`config.mk`:
```
export PLATFORM = sky130hd
export DESIGN_NAME = shannon_entropy_accumulator_core
export DESIGN_NICKNAME = d
export VERILOG_FILES = /design/src/hw/rtl/eac_pkg.sv /design/src/hw/rtl/shannon_entropy_accumulator_core.sv /design/src/hw/rtl/eac_log2.sv /design/src/hw/rtl/eac_accum.sv
export SDC_FILE = /design/constraint.sdc
export NUM_CORES = 2
export LEC_CHECK = 0
export ABC_AREA = 1
export ABC_CLOCK_PERIOD_IN_PS = 8300
export BUFFER_PORTS_ARGS = -buffer_cell sky130_fd_sc_hd__buf_2
export CORE_MARGIN = 3
export CORE_UTILIZATION = 62
export DETAILED_ROUTE_END_ITERATION = 12
export PLACE_DENSITY = 0.9
export SETUP_SLACK_MARGIN = 0.02
export SYNTH_ARGS = -nofsm -noshare
export SYNTH_HDL_FRONTEND = slang
export SYNTH_SLANG_ARGS = --single-unit
export TNS_END_PERCENT = 50
```
`constraint.sdc`:
```
create_clock -name clk -period 8.3 [get_ports clk]
set_input_delay 1.245 -clock clk [delete_from_list [all_inputs] [get_ports clk]]
set_output_delay 1.245 -clock clk [all_outputs]
set_load 0.01 [all_outputs]
```
`src/hw/rtl/eac_pkg.sv`:
```
`timescale 1ns / 1ps
// ----------------------------------------------------------------------------
// eac_pkg - shared types and constants of the entropy accumulator
// Fixed-point formats, derived widths, sequencer states and the control
// groups passed between the datapath modules.
// ----------------------------------------------------------------------------
package eac_pkg;

    localparam int PROB_FRAC_BITS = 16;
    localparam int LOG_FRAC_BITS  = 16;
    localparam int MANT_FRAC      = 30;

    localparam int PROB_W  = PROB_FRAC_BITS + 1;
    localparam int MANT_W  = MANT_FRAC + 1;
    localparam int SHIFT_W = $clog2(PROB_FRAC_BITS + 1);
    localparam int MSH_W   = $clog2(MANT_FRAC + 1);
    localparam int NLOG_W  = SHIFT_W + LOG_FRAC_BITS;
    localparam int CNT_W   = $clog2(LOG_FRAC_BITS + 1);
    localparam int PROD_W  = PROB_W + NLOG_W;
    localparam int TERM_W  = PROD_W - PROB_FRAC_BITS;
    localparam int SUM_W   = 24;
    localparam int TALLY_W = 8;

    localparam int IN_TDATA_W  = ((PROB_W + 7) / 8) * 8;
    localparam int OUT_TDATA_W = ((SUM_W + TALLY_W + 7) / 8) * 8;

    typedef logic [PROB_W-1:0]  prob_t;
    typedef logic [NLOG_W-1:0]  nlog_t;
    typedef logic [SUM_W-1:0]   sum_t;
    typedef logic [TALLY_W-1:0] tally_t;

    localparam prob_t PROB_ONE = PROB_W'(1) << PROB_FRAC_BITS;

    typedef enum logic [2:0] {
        ST_IDLE,
        ST_LOG,
        ST_MUL,
        ST_ADD,
        ST_EMIT
    } state_t;

    typedef struct packed {
        logic busy;
        logic done;
    } log_status_t;

    typedef struct packed {
        logic mul_en;
        logic add_en;
        logic rej_en;
        logic clr;
    } acc_cmd_t;

endpackage

```
`src/hw/rtl/shannon_entropy_accumulator_core.sv`:
```
`timescale 1ns / 1ps
// ----------------------------------------------------------------------------
// shannon_entropy_accumulator_core - streaming Shannon entropy accumulator
// Sums -p*log2(p) over a distribution of Q1.16 probabilities and emits the
// Q8.16 entropy with the count of zero probabilities on the last beat.
//
// Input channel s_*: one probability per beat, s_tlast marks the last one of
// a distribution. Output channel m_*: one beat per distribution.
// A nonzero probability passes through these steps before the next beat
// can be taken: a load step, 16 squaring steps of the log2 unit (one
// fraction bit per cycle, set by LOG_FRAC_BITS), a log handoff step, a
// multiply and an accumulate step. A zero probability is handled in the
// idle state itself. A last beat adds an emit step, which waits while the
// previous result still sits in the output register. The result beat is
// loaded into the output register by that emit step.
// The result sits in an output register; while the receiver stalls, new
// probabilities keep being taken, and only the next result waits until the
// register is free. Reset clears the sum, the count and the output valid.
// ----------------------------------------------------------------------------
module shannon_entropy_accumulator_core (
    input  logic                            clk,
    input  logic                            rst_n,
    input  logic                            s_tvalid,
    output logic                            s_tready,
    input  logic [eac_pkg::IN_TDATA_W-1:0]  s_tdata,   // probability[16:0], zero pad
    input  logic                            s_tlast,
    output logic                            m_tvalid,
    input  logic                            m_tready,
    output logic [eac_pkg::OUT_TDATA_W-1:0] m_tdata    // entropy_bits[23:0], rejected_count[31:24]
);
    import eac_pkg::*;

    state_t      state_reg, state_next;
    prob_t       p_reg, p_next;
    logic        last_reg, last_next;
    logic        out_valid_reg, out_valid_next;
    logic [SUM_W+TALLY_W-1:0] out_data_reg, out_data_next;

    prob_t       p_in;
    logic        accept;
    logic        out_load;
    logic        log_start;
    log_status_t log_stat;
    nlog_t       nlog;
    acc_cmd_t    cmd;
    sum_t        sum;
    tally_t      tally;

    // values above one count as exactly one
    assign p_in   = (s_tdata[PROB_W-1:0] > PROB_ONE) ? PROB_ONE : s_tdata[PROB_W-1:0];
    assign accept = s_tvalid && s_tready;

    eac_log2 u_log2 (
        .clk    (clk),
        .rst_n  (rst_n),
        .start  (log_start),
        .p      (p_in),
        .nlog   (nlog),
        .status (log_stat)
    );

    eac_accum u_accum (
        .clk   (clk),
        .rst_n (rst_n),
        .cmd   (cmd),
        .p     (p_reg),
        .nlog  (nlog),
        .sum   (sum),
        .tally (tally)
    );

    // next state
    always_comb
    begin
        state_next = state_reg;
        case (state_reg)
            ST_IDLE:
            begin
                if (accept)
                begin
                    if (p_in == '0)
                    begin
                        state_next = s_tlast ? ST_EMIT : ST_IDLE;
                    end
                    else
                    begin
                        state_next = ST_LOG;
                    end
                end
            end
            ST_LOG:
            begin
                if (log_stat.done)
                begin
                    state_next = ST_MUL;
                end
            end
            ST_MUL:
            begin
                state_next = ST_ADD;
            end
            ST_ADD:
            begin
                state_next = last_reg ? ST_EMIT : ST_IDLE;
            end
            ST_EMIT:
            begin
                if (!out_valid_reg || m_tready)
                begin
                    state_next = ST_IDLE;
                end
            end
            default:
            begin
                state_next = ST_IDLE;
            end
        endcase
    end

    // outputs of the sequencer
    always_comb
    begin
        s_tready   = 1'b0;
        log_start  = 1'b0;
        out_load   = 1'b0;
        cmd        = '0;
        case (state_reg)
            ST_IDLE:
            begin
                s_tready   = 1'b1;
                log_start  = accept && (p_in != '0);
                cmd.rej_en = accept && (p_in == '0);
            end
            ST_LOG:
            begin
            end
            ST_MUL:
            begin
                cmd.mul_en = 1'b1;
            end
            ST_ADD:
            begin
                cmd.add_en = 1'b1;
            end
            ST_EMIT:
            begin
                out_load = !out_valid_reg || m_tready;
                cmd.clr  = out_load;
            end
            default:
            begin
            end
        endcase
    end

    always_comb
    begin
        p_next         = p_reg;
        last_next      = last_reg;
        out_valid_next = out_valid_reg;
        out_data_next  = out_data_reg;
        if (accept)
        begin
            p_next    = p_in;
            last_next = s_tlast;
        end
        if (out_load)
        begin
            out_valid_next = 1'b1;
            out_data_next  = {tally, sum};
        end
        else if (m_tready)
        begin
            out_valid_next = 1'b0;
        end
    end

    always_ff @(posedge clk or negedge rst_n)
    begin
        if (!rst_n)
        begin
            state_reg     <= ST_IDLE;
            out_valid_reg <= 1'b0;
        end
        else
        begin
            state_reg     <= state_next;
            out_valid_reg <= out_valid_next;
        end
    end

    always_ff @(posedge clk)
    begin
        p_reg        <= p_next;
        last_reg     <= last_next;
        out_data_reg <= out_data_next;
    end

    assign m_tvalid = out_valid_reg;
    assign m_tdata  = OUT_TDATA_W'(out_data_reg);

    // the log unit only runs while the sequencer waits for it
    a_log_in_log_state: assert property (@(posedge clk) disable iff (!rst_n)
        (log_stat.busy || log_stat.done) |-> (state_reg == ST_LOG))
        else $error("log unit active outside the log state");

    // loading a result clears the accumulators and raises the output beat
    a_emit_clears: assert property (@(posedge clk) disable iff (!rst_n)
        out_load |=> (sum == '0) && (tally == '0) && m_tvalid)
        else $error("accumulators not cleared after result load");

    // a zero probability that is not last leaves the sequencer in idle
    a_zero_one_cycle: assert property (@(posedge clk) disable iff (!rst_n)
        (accept && (p_in == '0) && !s_tlast) |=> (state_reg == ST_IDLE))
        else $error("zero probability did not return to idle");

    // a nonzero probability reaches the multiply step in the cycle after log done
    a_done_to_mul: assert property (@(posedge clk) disable iff (!rst_n)
        log_stat.done |=> (state_reg == ST_MUL))
        else $error("log result not handed to the multiply step");

endmodule

```
`src/hw/rtl/eac_log2.sv`:
```
`timescale 1ns / 1ps
// ----------------------------------------------------------------------------
// eac_log2 - bit-serial negated log2 unit
// Normalizes the probability to a mantissa in [1,2), then squares it once
// per cycle, shifting one fraction bit of the logarithm in per step.
// ----------------------------------------------------------------------------
module eac_log2 (
    input  logic                 clk,
    input  logic                 rst_n,
    input  logic                 start,
    input  eac_pkg::prob_t       p,
    output eac_pkg::nlog_t       nlog,
    output eac_pkg::log_status_t status
);
    import eac_pkg::*;

    logic                     busy_reg, busy_next;
    logic                     done_reg, done_next;
    logic [CNT_W-1:0]         cnt_reg, cnt_next;
    logic [MANT_W-1:0]        mant_reg, mant_next;
    logic [SHIFT_W-1:0]       int_reg, int_next;
    logic [LOG_FRAC_BITS-1:0] frac_reg, frac_next;

    logic [SHIFT_W-1:0]       msb;
    logic [MSH_W-1:0]         mant_sh;
    logic [2*MANT_W-1:0]      square;
    logic [MANT_W:0]          sq_hi;
    logic                     last_step;

    // leading-one position of the incoming probability
    always_comb
    begin
        msb = '0;
        for (int i = 0; i < PROB_W; i++)
        begin
            if (p[i])
            begin
                msb = SHIFT_W'(i);
            end
        end
        mant_sh = MSH_W'(MANT_FRAC) - MSH_W'(msb);
    end

    assign square    = mant_reg * mant_reg;
    assign sq_hi     = square[2*MANT_W-1:MANT_FRAC];
    assign last_step = busy_reg && (cnt_reg == CNT_W'(LOG_FRAC_BITS - 1));

    always_comb
    begin
        busy_next = busy_reg;
        done_next = 1'b0;
        cnt_next  = cnt_reg;
        mant_next = mant_reg;
        int_next  = int_reg;
        frac_next = frac_reg;
        if (start)
        begin
            busy_next = 1'b1;
            cnt_next  = '0;
            mant_next = MANT_W'(p) << mant_sh;
            int_next  = SHIFT_W'(PROB_FRAC_BITS) - msb;
            frac_next = '0;
        end
        else if (busy_reg)
        begin
            cnt_next = cnt_reg + CNT_W'(1);
            // square at or above 2.0 gives a one bit and is halved
            if (sq_hi[MANT_W])
            begin
                mant_next = sq_hi[MANT_W:1];
                frac_next = {frac_reg[LOG_FRAC_BITS-2:0], 1'b1};
            end
            else
            begin
                mant_next = sq_hi[MANT_W-1:0];
                frac_next = {frac_reg[LOG_FRAC_BITS-2:0], 1'b0};
            end
            if (last_step)
            begin
                busy_next = 1'b0;
                done_next = 1'b1;
            end
        end
    end

    always_ff @(posedge clk or negedge rst_n)
    begin
        if (!rst_n)
        begin
            busy_reg <= 1'b0;
            done_reg <= 1'b0;
            cnt_reg  <= '0;
        end
        else
        begin
            busy_reg <= busy_next;
            done_reg <= done_next;
            cnt_reg  <= cnt_next;
        end
    end

    always_ff @(posedge clk)
    begin
        mant_reg <= mant_next;
        int_reg  <= int_next;
        frac_reg <= frac_next;
    end

    assign nlog        = {int_reg, {LOG_FRAC_BITS{1'b0}}} - NLOG_W'(frac_reg);
    assign status.busy = busy_reg;
    assign status.done = done_reg;

endmodule

```
`src/hw/rtl/eac_accum.sv`:
```
`timescale 1ns / 1ps
// ----------------------------------------------------------------------------
// eac_accum - term product and saturating accumulators
// Forms p * -log2(p), adds it into the entropy sum with saturation and
// keeps the saturating count of rejected zero probabilities.
// ----------------------------------------------------------------------------
module eac_accum (
    input  logic              clk,
    input  logic              rst_n,
    input  eac_pkg::acc_cmd_t cmd,
    input  eac_pkg::prob_t    p,
    input  eac_pkg::nlog_t    nlog,
    output eac_pkg::sum_t     sum,
    output eac_pkg::tally_t   tally
);
    import eac_pkg::*;

    logic [TERM_W-1:0] term_reg, term_next;
    sum_t              sum_reg, sum_next;
    tally_t            tally_reg, tally_next;
    logic [PROD_W-1:0] prod;
    logic [SUM_W:0]    sum_wide;

    assign prod     = PROD_W'(p) * PROD_W'(nlog);
    assign sum_wide = (SUM_W+1)'(sum_reg) + (SUM_W+1)'(term_reg);

    always_comb
    begin
        term_next  = term_reg;
        sum_next   = sum_reg;
        tally_next = tally_reg;
        if (cmd.mul_en)
        begin
            term_next = prod[PROD_W-1:PROB_FRAC_BITS];
        end
        if (cmd.clr)
        begin
            sum_next   = '0;
            tally_next = '0;
        end
        else
        begin
            if (cmd.add_en)
            begin
                sum_next = sum_wide[SUM_W] ? '1 : sum_wide[SUM_W-1:0];
            end
            if (cmd.rej_en && (tally_reg != '1))
            begin
                tally_next = tally_reg + TALLY_W'(1);
            end
        end
    end

    always_ff @(posedge clk or negedge rst_n)
    begin
        if (!rst_n)
        begin
            sum_reg   <= '0;
            tally_reg <= '0;
        end
        else
        begin
            sum_reg   <= sum_next;
            tally_reg <= tally_next;
        end
    end

    always_ff @(posedge clk)
    begin
        term_reg <= term_next;
    end

    assign sum   = sum_reg;
    assign tally = tally_reg;

endmodule

```
==> summary.txt <==
Synth Instances: 5691
Die H: 283 µm
final setup fails: 0
commonest cells after routing, fill and taps aside: 1636 x inv_1, 1140 x nand2_1, 1029 x fa_1
Worst path top cell family by delay: adder cells
Final Hold Vio Count: 0
placed wire-length estimate: 108000 µm
GPL Wtd Cong: 1.04
GR Layer Usage met3: 7.41%
IO Pins: 63
mapped cell area: 47600 µm²
Hold Path Class: reg -> reg
syn avg cell area: 8.36 µm²
Global Route Usage Sum: 34.1%
clk buf depth: 2
Port Buffer Count: 55
measured slew at the worst slew-check pin: 1060 ps
Row Count: 100
crit-path max cell delay: 760 ps
CP Class: reg -> reg
post-route cell area: 50500 µm²
TritonCTS clock tree: built
Area Overhead vs Synth: 6.12%
final core occ: 67.1%
Worst setup EP type: flip-flop
layout net count: 7184
critical path's most frequent cell: nand2_1
Post-synth top flop: edfxtp_1
CP bufs+invs: 5
Inserted Clock Buffers: 17
register area share after synthesis: 9.75%
RSZ-0062 raised after global routing: yes
share of synthesized flip-flops with an asynchronous set or reset: 25.7%
fin. max-slew vios: 0
initial antenna violation count: 3
Vias: 38697
Critical-path top delay cell: fa_1
post-synthesis sequential element count: 167
worst slack, placed: -92.2 ps
post-route minimum period: 8060 ps
final WL: 133000 µm
Critical Path Fanout Max: 9
Initial DRT Pass Iterations: 7
Via density: 5.73
area leader, netlist: fa_1
Max-slew headroom: 29.5%
CP startpoint kind: flip-flop
fin crit share: 97.2%
depth of the CTS H-tree: 4
Netlist cell types: 60
Clock transition at path regs: 90 ps
Arrival @ worst endpoint: 8300 ps
most common cell after layout, fill and taps aside: inv_1
Synth area leaders: fa_1 43%, inv_1 13%, ha_1 11%
Detail Route Antenna Nets: 0
M1 GR Usage: 40.3%
post-synth top area share: 43.3%
Root Driver: clkbuf_16
Die W: 283 µm
clock skew: 18.0 ps
Die ar.: 80100 µm²
met2 Usage GRT: 56.9%
CP required: 8530 ps
Synth warnings: 0
worst hold slack: 455 ps
clk sink count: 167
syn nets: 7156
global-route wire length before repair: 216000 µm
drt drc: 0
fmax: 0.124 GHz
max_cap viols: 0
pin count of the biggest net entering global routing: 48
share of cells above drive strength 1: 6.14%
total gr overflow: 0
EDFF count, synth: 108
Post-DP Area: 49400 µm²
gr busiest metal: met2
outcome: finished clean
number of flip-flops in the largest register: 32
Skew-Pair Late Insertion Delay: 490 ps
number of global-route vias before repair: 42719
Core Box Area: 75200 µm²
Initial Util: 63.3%
Iteration-0 DRC Markers: 4034
setup ws final: 235 ps
Wirelength per Cell: 19.8 µm
==> per-stage QoR <==
stage / std cells / TNS (ps)
2_1_floorplan: 5691 / 0
6_report: 6753 / 0
5_1_grt: 6752 / -211
3_3_place_gp: 6693 / 0
4_1_cts: 6731 / 0
3_5_place_dp: 6693 / -158
==> cell families after synthesis <==
kind of cell	share of synthesized area, %
flops	9.75
xor+xnor	1.86
buf+inv	14.8
compound gates	5.03
simple gates	14.6
fa+ha+maj	54.0
==> synthesized netlist by cell type (all sizes together) (17+ instances only) <==
cell and number:
xnor2 37, nand2 1160, nor3 20, xor2 63, nand3 199, o21ai 132, inv 1659, fa 1030
o22ai 19, ha 406, nor2 290, nand4 17, clkbuf 155, a21oi 187, dfrtp 43, buf 36
edfxtp 108
==> final timing paths <==
path	startpoint	endpoint	cells after the start	slack [ps]
hold reg to reg	u_accum.tally[7]	m_tdata[31]	0	460
min in group asynchronous	rst_n	u_accum.sum[12]	1	950
setup / recovery	u_log2.frac_reg[0]	u_accum.term_reg[21]	37	240
hold / removal	u_accum.tally[7]	m_tdata[31]	0	460
setup reg to reg	u_log2.frac_reg[0]	u_accum.term_reg[21]	37	240
max in group asynchronous	rst_n	u_accum.sum[21]	1	6700
==> layer usage <==
layer | vias to the layer above | part of all wire, %
met5 | - | 0.021
met4 | 4 | 7.5
met3 | 782 | 10
met2 | 2400 | 48
met1 | 18838 | 34
li1 | 16673 | -
==> layout make-up <==
type,count,area [µm²]
multi-input cells,3671,36100
fillers,5390,24700
inverters,1662,6260
flip-flops and latches,167,4640
repair buffers,200,1530
well taps,1020,1280
clock buffers,17,425
clock inverters,15,223
diodes,1,2.50
==> what timing repair did <==
action                                  CTS  global route
pin swaps                                 0             6
hold buffers                              0             0
buffers inserted                          6            21
endpoints found under the setup margin   11            47
gates resized for setup                   3            66
Power is left out: the tool's default activity adds up to more than one toggle a clock period on the data nets, which glitch-free logic cannot reach.
